--- src/rtl/core/hsvct_pkg.sv ---
// Shared types, constants and the pixel classifier for the HSV color class tally.
// Used by hsvct_ctrl, hsvct_datapath, hsv_color_class_tally and hsvct_checker.
`default_nettype none

package hsvct_pkg;

    // Counter and class sizing
    localparam int COUNT_WIDTH = 21;
    localparam int NUM_CLASSES = 11;
    localparam int CLASS_W     = $clog2(NUM_CLASSES);
    localparam int CONF_W      = 7;
    localparam int PROD_W      = COUNT_WIDTH + CONF_W;
    localparam int STEP_W      = $clog2(CONF_W);

    localparam logic [COUNT_WIDTH-1:0] CNT_MAX   = '1;
    localparam logic [CONF_W-1:0]      PCT_SCALE = CONF_W'(100);

    // Class codes
    localparam logic [CLASS_W-1:0] CLS_BLACK  = CLASS_W'(0);
    localparam logic [CLASS_W-1:0] CLS_WHITE  = CLASS_W'(1);
    localparam logic [CLASS_W-1:0] CLS_GREY   = CLASS_W'(2);
    localparam logic [CLASS_W-1:0] CLS_RED    = CLASS_W'(3);
    localparam logic [CLASS_W-1:0] CLS_ORANGE = CLASS_W'(4);
    localparam logic [CLASS_W-1:0] CLS_YELLOW = CLASS_W'(5);
    localparam logic [CLASS_W-1:0] CLS_GREEN  = CLASS_W'(6);
    localparam logic [CLASS_W-1:0] CLS_AQUA   = CLASS_W'(7);
    localparam logic [CLASS_W-1:0] CLS_BLUE   = CLASS_W'(8);
    localparam logic [CLASS_W-1:0] CLS_PURPLE = CLASS_W'(9);
    localparam logic [CLASS_W-1:0] CLS_PINK   = CLASS_W'(10);
    localparam logic [CLASS_W-1:0] CLS_LAST   = CLASS_W'(NUM_CLASSES - 1);

    // Achromatic thresholds
    localparam logic [7:0] BLACK_VAL_MAX = 8'd75;
    localparam logic [7:0] WHITE_VAL_MIN = 8'd190;
    localparam logic [7:0] WHITE_SAT_MAX = 8'd7;
    localparam logic [7:0] GREY_SAT_MAX  = 8'd53;
    localparam logic [7:0] GREY_VAL_MAX  = 8'd185;

    // Hue band upper bounds (exclusive)
    localparam logic [7:0] HUE_RED    = 8'd14;
    localparam logic [7:0] HUE_ORANGE = 8'd25;
    localparam logic [7:0] HUE_YELLOW = 8'd34;
    localparam logic [7:0] HUE_GREEN  = 8'd73;
    localparam logic [7:0] HUE_AQUA   = 8'd102;
    localparam logic [7:0] HUE_BLUE   = 8'd127;
    localparam logic [7:0] HUE_PURPLE = 8'd149;
    localparam logic [7:0] HUE_PINK   = 8'd175;

    // Input beat
    typedef struct packed {
        logic [7:0] hue;
        logic [7:0] sat;
        logic [7:0] val;
        logic       end_of_frame;
    } pixel_t;

    // Output beat
    typedef struct packed {
        logic [CLASS_W-1:0] color_class;
        logic               frame_done;
        logic [CLASS_W-1:0] dominant_class;
        logic [CONF_W-1:0]  confidence_pct;
    } result_t;

    // Controller states
    typedef enum logic [2:0] {
        ST_IDLE,
        ST_SEARCH,
        ST_MULT,
        ST_DIV,
        ST_DONE
    } state_t;

    // Controller to datapath
    typedef struct packed {
        logic accept;       // pixel beat taken this cycle
        logic search_en;    // scan one class counter
        logic mult_en;      // form dominant count * 100
        logic div_en;       // one restoring divide step
        logic finish;       // push frame result, clear counters
    } cmd_t;

    // Datapath to controller
    typedef struct packed {
        logic res_free;     // result stage can take a beat
        logic search_last;  // scanning the last class
        logic div_last;     // last quotient bit
    } status_t;

    // Pixel classifier
    function automatic logic [CLASS_W-1:0] classify(input logic [7:0] h,
                                                    input logic [7:0] s,
                                                    input logic [7:0] v);
        logic [CLASS_W-1:0] c;
        if (v < BLACK_VAL_MAX) begin
            c = CLS_BLACK;
        end else if (v > WHITE_VAL_MIN && s < WHITE_SAT_MAX) begin
            c = CLS_WHITE;
        end else if (s < GREY_SAT_MAX && v < GREY_VAL_MAX) begin
            c = CLS_GREY;
        end else if (h < HUE_RED) begin
            c = CLS_RED;
        end else if (h < HUE_ORANGE) begin
            c = CLS_ORANGE;
        end else if (h < HUE_YELLOW) begin
            c = CLS_YELLOW;
        end else if (h < HUE_GREEN) begin
            c = CLS_GREEN;
        end else if (h < HUE_AQUA) begin
            c = CLS_AQUA;
        end else if (h < HUE_BLUE) begin
            c = CLS_BLUE;
        end else if (h < HUE_PURPLE) begin
            c = CLS_PURPLE;
        end else if (h < HUE_PINK) begin
            c = CLS_PINK;
        end else begin
            // top of the hue circle wraps to red
            c = CLS_RED;
        end
        return c;
    endfunction

endpackage

`default_nettype wire

--- src/rtl/core/hsvct_ctrl.sv ---
// Frame controller for the HSV color class tally: input handshake and the
// end-of-frame sequence (search, multiply, divide, report). Depends on hsvct_pkg.
`default_nettype none

module hsvct_ctrl (
    input  wire logic              aclk,
    input  wire logic              aresetn,
    input  wire logic              s_valid,
    input  wire logic              s_eof,
    input  wire hsvct_pkg::status_t st,
    output logic                   s_ready,
    output hsvct_pkg::cmd_t        cmd
);

    hsvct_pkg::state_t state_reg;
    hsvct_pkg::state_t state_next;
    logic              accept;

    // Input beat taken only when idle and the result stage has room
    assign s_ready = (state_reg == hsvct_pkg::ST_IDLE) && st.res_free;
    assign accept  = s_valid && s_ready;

    // Next state
    always_comb begin
        state_next = state_reg;
        case (state_reg)
            hsvct_pkg::ST_IDLE: begin
                if (accept && s_eof) begin
                    state_next = hsvct_pkg::ST_SEARCH;
                end
            end
            hsvct_pkg::ST_SEARCH: begin
                if (st.search_last) begin
                    state_next = hsvct_pkg::ST_MULT;
                end
            end
            hsvct_pkg::ST_MULT: begin
                state_next = hsvct_pkg::ST_DIV;
            end
            hsvct_pkg::ST_DIV: begin
                if (st.div_last) begin
                    state_next = hsvct_pkg::ST_DONE;
                end
            end
            hsvct_pkg::ST_DONE: begin
                if (st.res_free) begin
                    state_next = hsvct_pkg::ST_IDLE;
                end
            end
            default: begin
                state_next = hsvct_pkg::ST_IDLE;
            end
        endcase
    end

    // Datapath commands
    always_comb begin
        cmd = '0;
        case (state_reg)
            hsvct_pkg::ST_IDLE:   cmd.accept    = accept;
            hsvct_pkg::ST_SEARCH: cmd.search_en = 1'b1;
            hsvct_pkg::ST_MULT:   cmd.mult_en   = 1'b1;
            hsvct_pkg::ST_DIV:    cmd.div_en    = 1'b1;
            hsvct_pkg::ST_DONE:   cmd.finish    = st.res_free;
            default:              cmd           = '0;
        endcase
    end

    always_ff @(posedge aclk) begin
        if (!aresetn) begin
            state_reg <= hsvct_pkg::ST_IDLE;
        end else begin
            state_reg <= state_next;
        end
    end

endmodule

`default_nettype wire

--- src/rtl/core/hsvct_datapath.sv ---
// Datapath for the HSV color class tally: class counters, dominant search,
// percent multiply, restoring divider and the two-deep result buffer.
// Depends on hsvct_pkg.
`default_nettype none

module hsvct_datapath (
    input  wire logic              aclk,
    input  wire logic              aresetn,
    input  wire hsvct_pkg::cmd_t   cmd,
    input  wire hsvct_pkg::pixel_t s_data,
    input  wire logic              m_ready,
    output hsvct_pkg::status_t     st,
    output logic                   m_valid,
    output hsvct_pkg::result_t     m_data
);

    localparam int CW = hsvct_pkg::COUNT_WIDTH;
    localparam int KW = hsvct_pkg::CLASS_W;
    localparam int QW = hsvct_pkg::CONF_W;
    localparam int PW = hsvct_pkg::PROD_W;
    localparam int SW = hsvct_pkg::STEP_W;

    logic [CW-1:0] cnt_reg  [hsvct_pkg::NUM_CLASSES];
    logic [CW-1:0] cnt_next [hsvct_pkg::NUM_CLASSES];
    logic [CW-1:0] pix_reg,  pix_next;
    logic [KW-1:0] cls_new;
    logic [KW-1:0] cls_reg,  cls_next;

    logic [KW-1:0] idx_reg,  idx_next;
    logic [CW-1:0] best_reg, best_next;
    logic [KW-1:0] dom_reg,  dom_next;
    logic [CW-1:0] cur_cnt;

    logic [PW-1:0] rem_reg,  rem_next;
    logic [PW-1:0] dvs_reg,  dvs_next;
    logic [QW-1:0] quo_reg,  quo_next;
    logic [SW-1:0] step_reg, step_next;
    logic          fits;

    hsvct_pkg::result_t res_reg, res_next;
    hsvct_pkg::result_t out_reg, out_next;
    logic               res_valid_reg, res_valid_next;
    logic               out_valid_reg, out_valid_next;
    logic               res_move;
    logic               push;

    // Classify the incoming beat
    assign cls_new = hsvct_pkg::classify(s_data.hue, s_data.sat, s_data.val);

    // Saturating counters, cleared after the frame report
    always_comb begin
        for (int i = 0; i < hsvct_pkg::NUM_CLASSES; i++) begin
            cnt_next[i] = cnt_reg[i];
            if (cmd.finish) begin
                cnt_next[i] = '0;
            end else if (cmd.accept && cls_new == KW'(i)
                         && cnt_reg[i] != hsvct_pkg::CNT_MAX) begin
                cnt_next[i] = cnt_reg[i] + CW'(1);
            end
        end
        pix_next = pix_reg;
        if (cmd.finish) begin
            pix_next = '0;
        end else if (cmd.accept && pix_reg != hsvct_pkg::CNT_MAX) begin
            pix_next = pix_reg + CW'(1);
        end
        cls_next = cmd.accept ? cls_new : cls_reg;
    end

    // Dominant class scan, one counter per cycle; strict compare keeps lowest index
    assign cur_cnt = cnt_reg[idx_reg];

    always_comb begin
        idx_next  = idx_reg;
        best_next = best_reg;
        dom_next  = dom_reg;
        if (cmd.accept) begin
            idx_next  = '0;
            best_next = '0;
            dom_next  = hsvct_pkg::CLS_BLACK;
        end else if (cmd.search_en) begin
            idx_next = idx_reg + KW'(1);
            if (cur_cnt > best_reg) begin
                best_next = cur_cnt;
                dom_next  = idx_reg;
            end
        end
    end

    // Percent: multiply once, then one quotient bit per cycle, MSB first
    assign fits = rem_reg >= dvs_reg;

    always_comb begin
        rem_next  = rem_reg;
        dvs_next  = dvs_reg;
        quo_next  = quo_reg;
        step_next = step_reg;
        if (cmd.mult_en) begin
            rem_next  = PW'(best_reg) * PW'(hsvct_pkg::PCT_SCALE);
            dvs_next  = PW'(pix_reg) << (QW - 1);
            quo_next  = '0;
            step_next = SW'(QW - 1);
        end else if (cmd.div_en) begin
            if (fits) begin
                rem_next = rem_reg - dvs_reg;
            end
            dvs_next  = dvs_reg >> 1;
            quo_next  = {quo_reg[QW-2:0], fits};
            step_next = step_reg - SW'(1);
        end
    end

    // Two-deep result buffer: result stage feeding the output register
    assign res_move = res_valid_reg && (!out_valid_reg || m_ready);
    assign push     = (cmd.accept && !s_data.end_of_frame) || cmd.finish;

    always_comb begin
        res_next = res_reg;
        if (cmd.finish) begin
            res_next.color_class    = cls_reg;
            res_next.frame_done     = 1'b1;
            res_next.dominant_class = dom_reg;
            res_next.confidence_pct = quo_reg;
        end else if (cmd.accept) begin
            res_next.color_class    = cls_new;
            res_next.frame_done     = 1'b0;
            res_next.dominant_class = hsvct_pkg::CLS_BLACK;
            res_next.confidence_pct = '0;
        end

        if (push) begin
            res_valid_next = 1'b1;
        end else if (res_move) begin
            res_valid_next = 1'b0;
        end else begin
            res_valid_next = res_valid_reg;
        end

        out_next = res_move ? res_reg : out_reg;
        if (res_move) begin
            out_valid_next = 1'b1;
        end else if (m_ready) begin
            out_valid_next = 1'b0;
        end else begin
            out_valid_next = out_valid_reg;
        end
    end

    // Status back to the controller
    assign st.res_free    = !res_valid_reg || res_move;
    assign st.search_last = idx_reg == hsvct_pkg::CLS_LAST;
    assign st.div_last    = step_reg == '0;

    assign m_valid = out_valid_reg;
    assign m_data  = out_reg;

    // Control and counter state
    always_ff @(posedge aclk) begin
        if (!aresetn) begin
            for (int i = 0; i < hsvct_pkg::NUM_CLASSES; i++) begin
                cnt_reg[i] <= '0;
            end
            pix_reg       <= '0;
            res_valid_reg <= 1'b0;
            out_valid_reg <= 1'b0;
            idx_reg       <= '0;
            step_reg      <= '0;
        end else begin
            for (int i = 0; i < hsvct_pkg::NUM_CLASSES; i++) begin
                cnt_reg[i] <= cnt_next[i];
            end
            pix_reg       <= pix_next;
            res_valid_reg <= res_valid_next;
            out_valid_reg <= out_valid_next;
            idx_reg       <= idx_next;
            step_reg      <= step_next;
        end
    end

    // Payload registers
    always_ff @(posedge aclk) begin
        cls_reg  <= cls_next;
        best_reg <= best_next;
        dom_reg  <= dom_next;
        rem_reg  <= rem_next;
        dvs_reg  <= dvs_next;
        quo_reg  <= quo_next;
        res_reg  <= res_next;
        out_reg  <= out_next;
    end

endmodule

`default_nettype wire

--- src/rtl/core/hsv_color_class_tally.sv ---
// HSV color class tally, top level: one result beat per pixel beat.
// Depends on hsvct_pkg, hsvct_ctrl and hsvct_datapath.
//
// Usage:
//   s_valid/s_ready/s_data carry one HSV pixel per beat, end_of_frame marking
//   the last pixel of a frame. m_valid/m_ready/m_data return one beat per
//   pixel: its color class, and on the end-of-frame pixel also the dominant
//   class of the frame and its share in percent (rounded down).
// Result path: a result passes through the result register and then the
//   output register; the end-of-frame result comes behind the report sequence.
// Throughput: ordinary pixels go at one per cycle while the result buffer has
//   room. An end-of-frame pixel holds s_ready low for the scan over the class
//   counters (one counter per cycle), the multiply by 100, the restoring
//   divider (one quotient bit per cycle) and the step that posts the report and
//   clears the counters.
// Reset (aresetn low, synchronous): counters cleared, result buffer empty,
//   controller idle.
// Stalls: a two-deep result buffer lets one more pixel in while a result
//   waits; once both are full s_ready drops until m_ready takes a beat.
`default_nettype none

module hsv_color_class_tally (
    input  wire logic               aclk,
    input  wire logic               aresetn,
    input  wire logic               s_valid,
    output logic                    s_ready,
    input  wire hsvct_pkg::pixel_t  s_data,
    output logic                    m_valid,
    input  wire logic               m_ready,
    output hsvct_pkg::result_t      m_data
);

    hsvct_pkg::cmd_t    cmd;
    hsvct_pkg::status_t st;

    // Frame sequencer
    hsvct_ctrl u_ctrl (
        .aclk    (aclk),
        .aresetn (aresetn),
        .s_valid (s_valid),
        .s_eof   (s_data.end_of_frame),
        .st      (st),
        .s_ready (s_ready),
        .cmd     (cmd)
    );

    // Counters, divider and result buffer
    hsvct_datapath u_datapath (
        .aclk    (aclk),
        .aresetn (aresetn),
        .cmd     (cmd),
        .s_data  (s_data),
        .m_ready (m_ready),
        .st      (st),
        .m_valid (m_valid),
        .m_data  (m_data)
    );

endmodule

`default_nettype wire

--- config.mk ---
export PLATFORM = sky130hd
export DESIGN_NAME = hsv_color_class_tally
export DESIGN_NICKNAME = d
export VERILOG_FILES = /design/src/rtl/core/hsvct_pkg.sv /design/src/rtl/core/hsvct_ctrl.sv /design/src/rtl/core/hsvct_datapath.sv /design/src/rtl/core/hsv_color_class_tally.sv
export SDC_FILE = /design/constraint.sdc
export NUM_CORES = 1
export LEC_CHECK = 0
export BUFFER_PORTS_ARGS = -buffer_cell sky130_fd_sc_hd__buf_2
export CORE_MARGIN = 2
export CORE_UTILIZATION = 55
export CTS_CLUSTER_DIAMETER = 200
export DETAILED_ROUTE_END_ITERATION = 7
export GPL_TIMING_DRIVEN = 0
export MAX_ROUTING_LAYER = met4
export PLACE_DENSITY = 0.71
export REMOVE_ABC_BUFFERS = 1
export SYNTH_ARGS = -nofsm -noshare
export SYNTH_HDL_FRONTEND = slang
export SYNTH_SLANG_ARGS = --single-unit
--- constraint.sdc ---
create_clock -name aclk -period 4.75 [get_ports aclk]
set_input_delay 0.95 -clock aclk [delete_from_list [all_inputs] [get_ports aclk]]
set_output_delay 0.95 -clock aclk [all_outputs]
set_load 0.005 [all_outputs]
# [Yosys cells after proc, flatten, opt, wreduce, memory -nomap -nowiden]
# Memory sizes are Yosys's and may differ from the RTL's. A register that Yosys moved wholly into a read port is not among the register bits.
# Index checks and enable logic that the tools add are counted.
[totals] output_inout_bits=18 word_cells=220 register_bits=156 ramBits=231 n_memories=1 inputBits=29
[classes] n_mul=1 add_sub_neg=15 mux=71 n_eq_ne=31 n_reduce_logical=51 n_lt_le_gt_ge=15 n_bitwise=12
[mem_list] name="u_datapath.cnt_reg" depth=11 word_bits=21 read_ports=12 rd_ports_with_merged_regs=1 wr=11 line_no="hsvct_datapath.sv:23" rtl="logic [CW-1:0] cnt_reg [hsvct_pkg::NUM_CLASSES];"
[ops] op="21-bit two-way mux" n=33
[ops] op="21-bit by 1-bit adder with 21-bit output (second input constant)" n=12
[ops] op="21-bit != test (second input constant)" n=12
[ops] op="28-bit two-way mux" n=3
[ops] op="27-bit two-way mux" n=2
[ops] op="4-bit two-way mux" n=13
[ops] op="8-bit by 7-bit less-than comparator with 1-bit output (second input constant)" n=4
[ops] op="16-bit two-way mux" n=2
[ops] op="1-bit logical AND" n=30
[ops] op="28-bit by 27-bit >= comparator with 1-bit output" n=1
[ops] op="28-bit by 27-bit subtractor with 28-bit output" n=1
[ops] op="21-bit by 5-bit multiplier with 26-bit output (second input constant)" n=1
[ops] op="8-bit less-than comparator (second input constant)" n=3
[ops] op="21-bit greater-than comparator" n=1
[ops] op="3-bit two-way mux" n=6
[ops] op="4-bit by 3-bit equality test with 1-bit output (second input constant)" n=4
[ops] op="4-bit equality test (second input constant)" n=4
[ops] op="8-bit by 6-bit less-than comparator with 1-bit output (second input constant)" n=2
[ops] op="3-bit case mux with 5 select lines" n=1
[ops] op="1-bit two-way mux" n=11
[ops] op="1-bit OR" n=11
[ops] op="2-bit nonzero test" n=5
[ops] op="4-bit by 2-bit equality test with 1-bit output (second input constant)" n=2
[ops] op="8-bit greater-than comparator (second input constant)" n=1
[ops] op="other kinds (19)" n=31

# [Longest topological paths before layout]
# Gate-level depths: netlist (run 1).
[logic_depth] depth_word=18 ltp_mapped=18 ltp_nobuf=15

# [By module]
# Synthesis (run 1) repeated with hierarchy kept, for this count alone.
[unflattened] cells_unflattened=2576 area_unflattened_um2=23396.2
[modules_own_cells] module="hsvct_datapath" area_per_inst_um2=23192.2 n_inst=1 seq_area_each_um2=8588.2 cells_per_inst=2555
[modules_own_cells] module="hsvct_ctrl" area_per_inst_um2=203.9 n_inst=1 seq_area_each_um2=60.1 cells_per_inst=21

# [Least setup slack after synthesis (run 1)]
# OpenSTA, ideal clock, no wires.
[synth_timing] path_kind="register -> register" startpoint="reg (tool-made name)" endpoint="reg u_datapath.best_reg[0]" setup_ps=87 t_required_ps=4663 period_less_slack_ps=3971 stages_incl_launch_ff=16 path_buffers=3 arrival_ps=3884 setup_slack_ps=779 cell_sequence="dfxtp_1 > clkbuf_1 > buf_1 > mux4_2 > mux4_2 > ha_1 > nor2b_1 > o21a_1 > o21a_1 > o21ai_0 > a21oi_1 > o21ai_0 > a21oi_1 > clkbuf_1 > nor2_1 > a211oi_1"
[synth_rtl] element="end signal, assigned" line_no="hsvct_datapath.sv:183" rtl="best_reg <= best_next;"
[synth_rtl] element="end, declared" line_no="hsvct_datapath.sv:30" rtl="logic [CW-1:0] best_reg, best_next;"

==> results of run 1 <==
-- synth_stat cells, types with 22 or more instances --
master and n:
dfxtp_1 309, nor2_1 295, nand2_1 178, inv_1 143, xor2_1 141, ha_1 132, nand3_1 115, xnor2_1 105
a21oi_1 91, edfxtp_1 82, clkbuf_1 75, nand4_1 69, and3_1 68, o21ai_0 66, mux4_2 62, nor3_1 52
and2_1 39, and4_1 38, mux2i_1 32, o31ai_1 27, or3_1 27, nor4_1 23, a21o_1 22, mux2_2 22
-- critical path, cell delays in order (launching register included) --
cell	delay (ns)
dfxtp_4	0.61
buf_16	0.30
mux4_2	0.58
mux4_2	0.56
ha_1	0.32
nor2b_1	0.14
o21a_1	0.13
o21a_1	0.11
o21ai_0	0.07
a21oi_1	0.17
o21ai_1	0.16
a21oi_4	0.50
buf_16	0.24
nor2_1	0.05
a211oi_1	0.20
-- through the flow --
step	instances	util, %	hold slack (ns)	setup TNS [ns]	total power, mW
floorplan	2313	-	0.400	-235.57	3.71
global placement	2891	56.6	0.401	-980.59	3.81
detailed placement	2902	57.2	0.405	-34.49	3.84
CTS	2984	61.1	0.419	0	7.46
global route	2986	61.1	0.426	0	7.64
finish	2986	61.1	0.418	0	7.42
-- power groups by stage --
stage	Combinational, mW	Clock, mW	Sequential, mW
global route	0.353	3.84	3.45
detailed placement	0.318	0	3.52
finish	0.324	3.65	3.44
floorplan	0.188	0	3.52
global placement	0.275	0	3.53
CTS	0.320	3.70	3.44
-- worst max path at each step --
stage / start / cells past startpoint / to / slack (ns)
after CTS: u_datapath.rem_reg[0] / 10 / u_datapath.rem_reg[27] / 0.11
after global placement: u_ctrl.state_reg[0] / 5 / u_datapath.cnt_reg[10][20] / -4.61
final: flip-flop / 14 / u_datapath.best_reg[0] / 0.40
after floorplan: flip-flop / 11 / u_datapath.dom_reg[0] / -1.59
after detailed placement: m_ready / 10 / u_datapath.cnt_reg[1][6] / -0.74
after global routing: u_ctrl.state_reg[1] / 9 / u_datapath.cnt_reg[1][6] / 0.11
-- layout by cell type, fill, tap and decap left out, types with 5 or more instances in the layout --
cell / Yosys / final
a211oi_1: 11 / 11
a21o_1: 22 / 22
a21oi_1: 91 / 89
a31oi_1: 11 / 11
and2_1: 39 / 39
and3_1: 68 / 68
and4_1: 38 / 38
buf_2: 9 / 46
clkbuf_1: 75 / 5
clkbuf_16: 0 / 47
clkbuf_8: 0 / 10
clkinv_2: 0 / 9
dfxtp_1: 309 / 305
edfxtp_1: 82 / 82
fa_1: 17 / 17
ha_1: 132 / 132
inv_1: 143 / 141
mux2_2: 22 / 22
mux2i_1: 32 / 32
mux4_2: 62 / 62
nand2_1: 178 / 176
nand2b_1: 14 / 13
nand3_1: 115 / 115
nand4_1: 69 / 69
nor2_1: 295 / 295
nor2b_1: 10 / 10
nor3_1: 52 / 52
nor3b_1: 7 / 7
nor4_1: 23 / 23
o211ai_1: 8 / 8
o21a_1: 8 / 8
o21ai_0: 66 / 64
o21bai_1: 5 / 5
o22ai_1: 19 / 19
o31ai_1: 27 / 27
or3_1: 27 / 27
xnor2_1: 105 / 105
xor2_1: 141 / 141
-- timing repair --
item / CTS / global route
endpoints found under the setup margin: 27 / 29
pin swaps: 0 / 0
gates resized for setup: 2 / 2
cloned: 0 / 0
-- per-layer routing --
layer,vias to the layer above,part of all wire (%)
met1,8643,44
met5,-,0
li1,8594,-
met3,112,7.1
met4,0,3.8
met2,463,45
-- final cells by class --
cell class / instances / area (µm²) / share of cell area [%]
multi-input combinational: 1777 / 12900 / 52.1
sequential: 391 / 8660 / 34.8
clock buffer: 62 / 1330 / 5.36
tap: 532 / 666 / 2.68
inverter: 145 / 551 / 2.22
timing repair buffer: 58 / 445 / 1.79
clock inverter: 20 / 246 / 0.992
antenna: 1 / 2.50 / 0.0101
-- cell families after synthesis --
kind of cell             count (synthesis)
buffers and inverters                  243
XOR/XNOR                               246
adder cells (fa/ha/maj)                149
AND/OR/NAND/NOR                        953
multiplexers                           116
flip-flops                             391
AO/OA/AOI/OAI                          313
==> impl_metrics.tcl, run 1 <==
set metrics [dict create \
    final_layout_size_suffix_gt1_share_pct 10.1 \
    async_flop_share_pct 0 \
    dpl_cell_area_um2 23200 \
    cts_tree "built" \
    largest_reg_flops 231 \
    ys_types 76 \
    min_path_type "reg -> reg" \
    reg2reg_depth 14 \
    synth_area_um2 22500 \
    grt_pass1_wl_um 87000 \
    drv_slew 0 \
    gr-total-overflow 0 \
    cts_buffer_depth 3 \
    first_iter_violations 1493 \
    crit_type "reg -> reg" \
    switching_share_pct 22.9 \
    core_area_um2 40600 \
    cts_sinks 391 \
    grt.total_usage_pct 26.4 \
    grt_max_degree 92 \
    fmaxAchievable_ghz 0.230 \
    ys.warnings.count 0 \
    postCtsSetupRepairBufs 0 \
    dp_slack_ns -0.741 \
    yosysSeqAreaShare_pct 38.4 \
    root_buffer "clkbuf_16" \
    dp_hpwl_um 39200 \
    p_per_area_nw_per_um2 298 \
    critPathCaptureType "flip-flop" \
    antenna_found_initial 1 \
    worstPathArrival_ns 4.82 \
    p_sw_mw 1.70 \
    rows 74 \
    fp.dieArea_um2 42600 \
    maxCapViolCount 0 \
    timing.rr.end "u_datapath.best_reg[0]" \
    worst_clock_skew_ns 0.0284 \
    postRouteAntennaNets 0 \
    busiest_layer "met2" \
    die_h_um 206 \
    ff2ff_setup_slack_ns 0.40 \
    fin_area_um2 24800 \
    muxShareOfSynthArea_pct 8.73 \
    met3_usage_pct 5.91 \
    worst_pin_slew_ns 1.24 \
    drt-total-wl_um 54000 \
    synth_compound_area_share_pct 9.24 \
    fin_crit_ns 4.35 \
    pwr-share-clk_pct 49.2 \
    ctsHoldBuffers 0 \
    via_per_inst 5.97 \
    hold_path_end "u_datapath.m_data[7]" \
    grt_pass1_vias 16976 \
    synth-edff-count 82 \
    startpoint_type "flip-flop" \
    whs_path_depth 0 \
    synth-simple-area-share_pct 21.0 \
    ir_drop_uv 248 \
    p_int_mw 5.72 \
    drcViolationCount 0 \
    yosys.area.top_type "dfxtp_1" \
    portBuffers 46 \
    dr.pass1.iters 5 \
    areaGrowthSynthToFinish_pct 10.4 \
    wl_per_cell_um 18.1 \
    synthXorXnorAreaFrac_pct 9.57 \
    ys_ff_latch 391 \
    final-hold-violation-count 0 \
    use_met2_pct 40.4 \
    place_congestion 0.865 \
    initial_core_util_pct 55.4 \
    synth_ff_type "dfxtp_1" \
    vias 17812 \
    rsz0062_at_grt "no" \
    comb_power_share_pct 4.4 \
    finalNetCount 2595 \
    die_x_um 206 \
    min_period_over_period_pct 91.6 \
    ys_top_cells_by_area "dfxtp_1 (27%), edfxtp_1 (11%), ha_1 (7.3%), mux4_2 (6.2%), xor2_1 (5.5%)" \
    synthAdderAreaFrac_pct 8.85 \
    slew_headroom_pct 17.5 \
    cts_buffers 44 \
    synth_top_area_share_pct 27.5 \
    status "finished, final reports clean" \
    synthCells 2411 \
    critical_path_required_ns 5.22 \
    htreeDepth 2 \
    hp-start "u_datapath.res_reg[7]" \
    path_max_fanout 40 \
    synth.avg_cell_area_um2 9.34 \
    grt_util_met1_pct 34.1 \
    p_seq_share_pct 46.4 \
    finalSetupViolCount 0 \
    worst_slack_ns 0.399 \
    leakage_nw 9.62 \
    nFillCells 3461 \
    synth_top_family_by_area "simple AND/OR/NAND/NOR gates" \
    ios 47 \
    clkTransAtPathRegs_ns 0.06 \
    clkLatencyLatePin_ns 0.59 \
]
(Power assumes the default switching activity.)
==> run 2, diff against run 1 <==
PLACE_DENSITY = 0.76   (was 0.71)
==> impl_metrics.tcl, run 2 (synthesized netlist as in run 1, its figures left out) <==
set metrics [dict create \
    status "finished, final reports clean" \
    rsz0062_at_grt "no" \
    cts_buffers 42 \
    vias 17920 \
    postCtsSetupRepairBufs 0 \
    dp_cells 2903 \
    antenna_found_initial 0 \
    areaGrowthSynthToFinish_pct 9.71 \
    finalSetupViolCount 0 \
    postRouteAntennaNets 0 \
    grt_pass1_vias 17443 \
    critPathCaptureType "flip-flop" \
    drv_slew 0 \
    p_total_mw 7.08 \
    portBuffers 46 \
    rows 74 \
    largest_reg_flops 231 \
    critical_path_required_ns 5.22 \
    p_per_area_nw_per_um2 287 \
    nFillCells 3303 \
    via_per_inst 6.01 \
    finalNetCount 2593 \
    final_cell_mix "dfxtp_1 (305), nor2_1 (295), nand2_1 (176), inv_1 (143), xor2_1 (141)" \
    cts_sinks 391 \
    fp.dieArea_um2 42600 \
    root_buffer "clkbuf_16" \
    grt.total_usage_pct 27.0 \
    layout.area.seq_um2 8660 \
    slew_headroom_pct 14.4 \
    worst_clock_skew_ns 0.0198 \
    clkLatencyLatePin_ns 0.57 \
    final_util_pct 60.8 \
    crit_type "reg -> reg" \
    multi_input_area_um2 12900 \
    min_period_over_period_pct 93.4 \
    ios 47 \
    gr-total-overflow 0 \
    core_area_um2 40600 \
    worst_pin_slew_ns 1.28 \
    ctsHoldBuffers 0 \
    dp_hpwl_um 40700 \
    first_iter_violations 1405 \
    antenna_cells 0 \
    wl_per_cell_um 18.6 \
    dr.pass1.iters 5 \
    initial_core_util_pct 55.4 \
    grt_pass1_wl_um 89100 \
    cts_buffer_depth 3 \
    drt-total-wl_um 55500 \
    worstPathArrival_ns 4.91 \
    htreeDepth 2 \
    startpoint_type "flip-flop" \
    final_common_cell "dfxtp_1" \
    clkTransAtPathRegs_ns 0.06 \
    final-hold-violation-count 0 \
    ff2ff_setup_slack_ns 0.31 \
    grt_max_degree 90 \
    fmaxAchievable_ghz 0.225 \
    drcViolationCount 0 \
    leakage_nw 9.56 \
    die_h_um 206 \
    finalNonFillerCells 2980 \
    fin_crit_ns 4.44 \
    maxCapViolCount 0 \
    cts_tree "built" \
    worst_slack_ns 0.315 \
    ir_drop_uv 261 \
    die_x_um 206 \
    path_max_fanout 45 \
    dp_slack_ns -0.280 \
    place_congestion 0.911 \
    final_layout_size_suffix_gt1_share_pct 9.64 \
    min_path_type "reg -> reg" \
]
## run 2: cell types whose count changed in the layout (fill, tap and decap cells not counted), moves of 2 or more
cell / previous run / this run
clkbuf_1: 5 / 9
buf_4: 4 / 1
clkbuf_8: 10 / 8
buf_16: 4 / 7
clkbuf_16: 47 / 43
clkinvlp_4: 4 / 0
inv_1: 141 / 143
clkinv_1: 1 / 3
## run 2: final timing paths
check                                           start                      to  depth (start not counted)
worst min-delay path            u_datapath.res_reg[1]    u_datapath.m_data[1]                          0
worst max-delay path                        flip-flop  u_datapath.best_reg[0]                         14
worst max register to register              flip-flop  u_datapath.best_reg[0]                         14
worst min register to register  u_datapath.res_reg[1]    u_datapath.m_data[1]                          0
## run 2: through the flow
stage / setup TNS, ns / instance area [µm²] / hold slack (ns)
3_5_place_dp: -7.38 / 23300 / 0.405
5_1_grt: 0 / 24700 / 0.426
4_1_cts: 0 / 24700 / 0.419
3_3_place_gp: -1003.74 / 23000 / 0.402
6_report: 0 / 24700 / 0.417
2_1_floorplan: -235.57 / 22100 / 0.400
## run 2: area by class of cell
cell class,count,area share (%)
tap,532,2.70
clock buffer,60,4.94
sequential,391,35.1
inverter,145,2.21
timing repair buffer,58,2.01
multi-input combinational,1777,52.4
clock inverter,17,0.649
## run 2: metal layers
| layer | vias up | global-route usage, % | wire length, µm |
|---|---|---|---|
| li1 | 8601 | - | - |
| met1 | 8680 | 32.7 | 23300 |
| met2 | 517 | 45.7 | 27200 |
| met3 | 122 | 3.88 | 3120 |
| met4 | 0 | 10.4 | 1900 |
| met5 | - | - | 0 |
## run 2: worst max-delay path: stages, from the launching register on
cell and delay [ns]:
dfxtp_4 0.63, buf_16 0.30, mux4_2 0.57, mux4_2 0.54
ha_1 0.32, nor2b_1 0.12, o21a_1 0.12, o21a_1 0.12
o21ai_0 0.08, a21oi_1 0.18, o21ai_0 0.20, a21oi_4 0.61
buf_16 0.23, nor2_1 0.05, a211oi_1 0.19
## run 2: power by group
group	switching [mW]	internal (mW)
combinational	0.210	0.116
sequential	0.0312	3.41
clock	1.36	1.95
## run 2: what timing repair did
action / in CTS / in global routing
endpoints found under the hold margin: 0 / 0
setup endpoints to repair: 26 / 0
gates resized for setup: 1 / 0
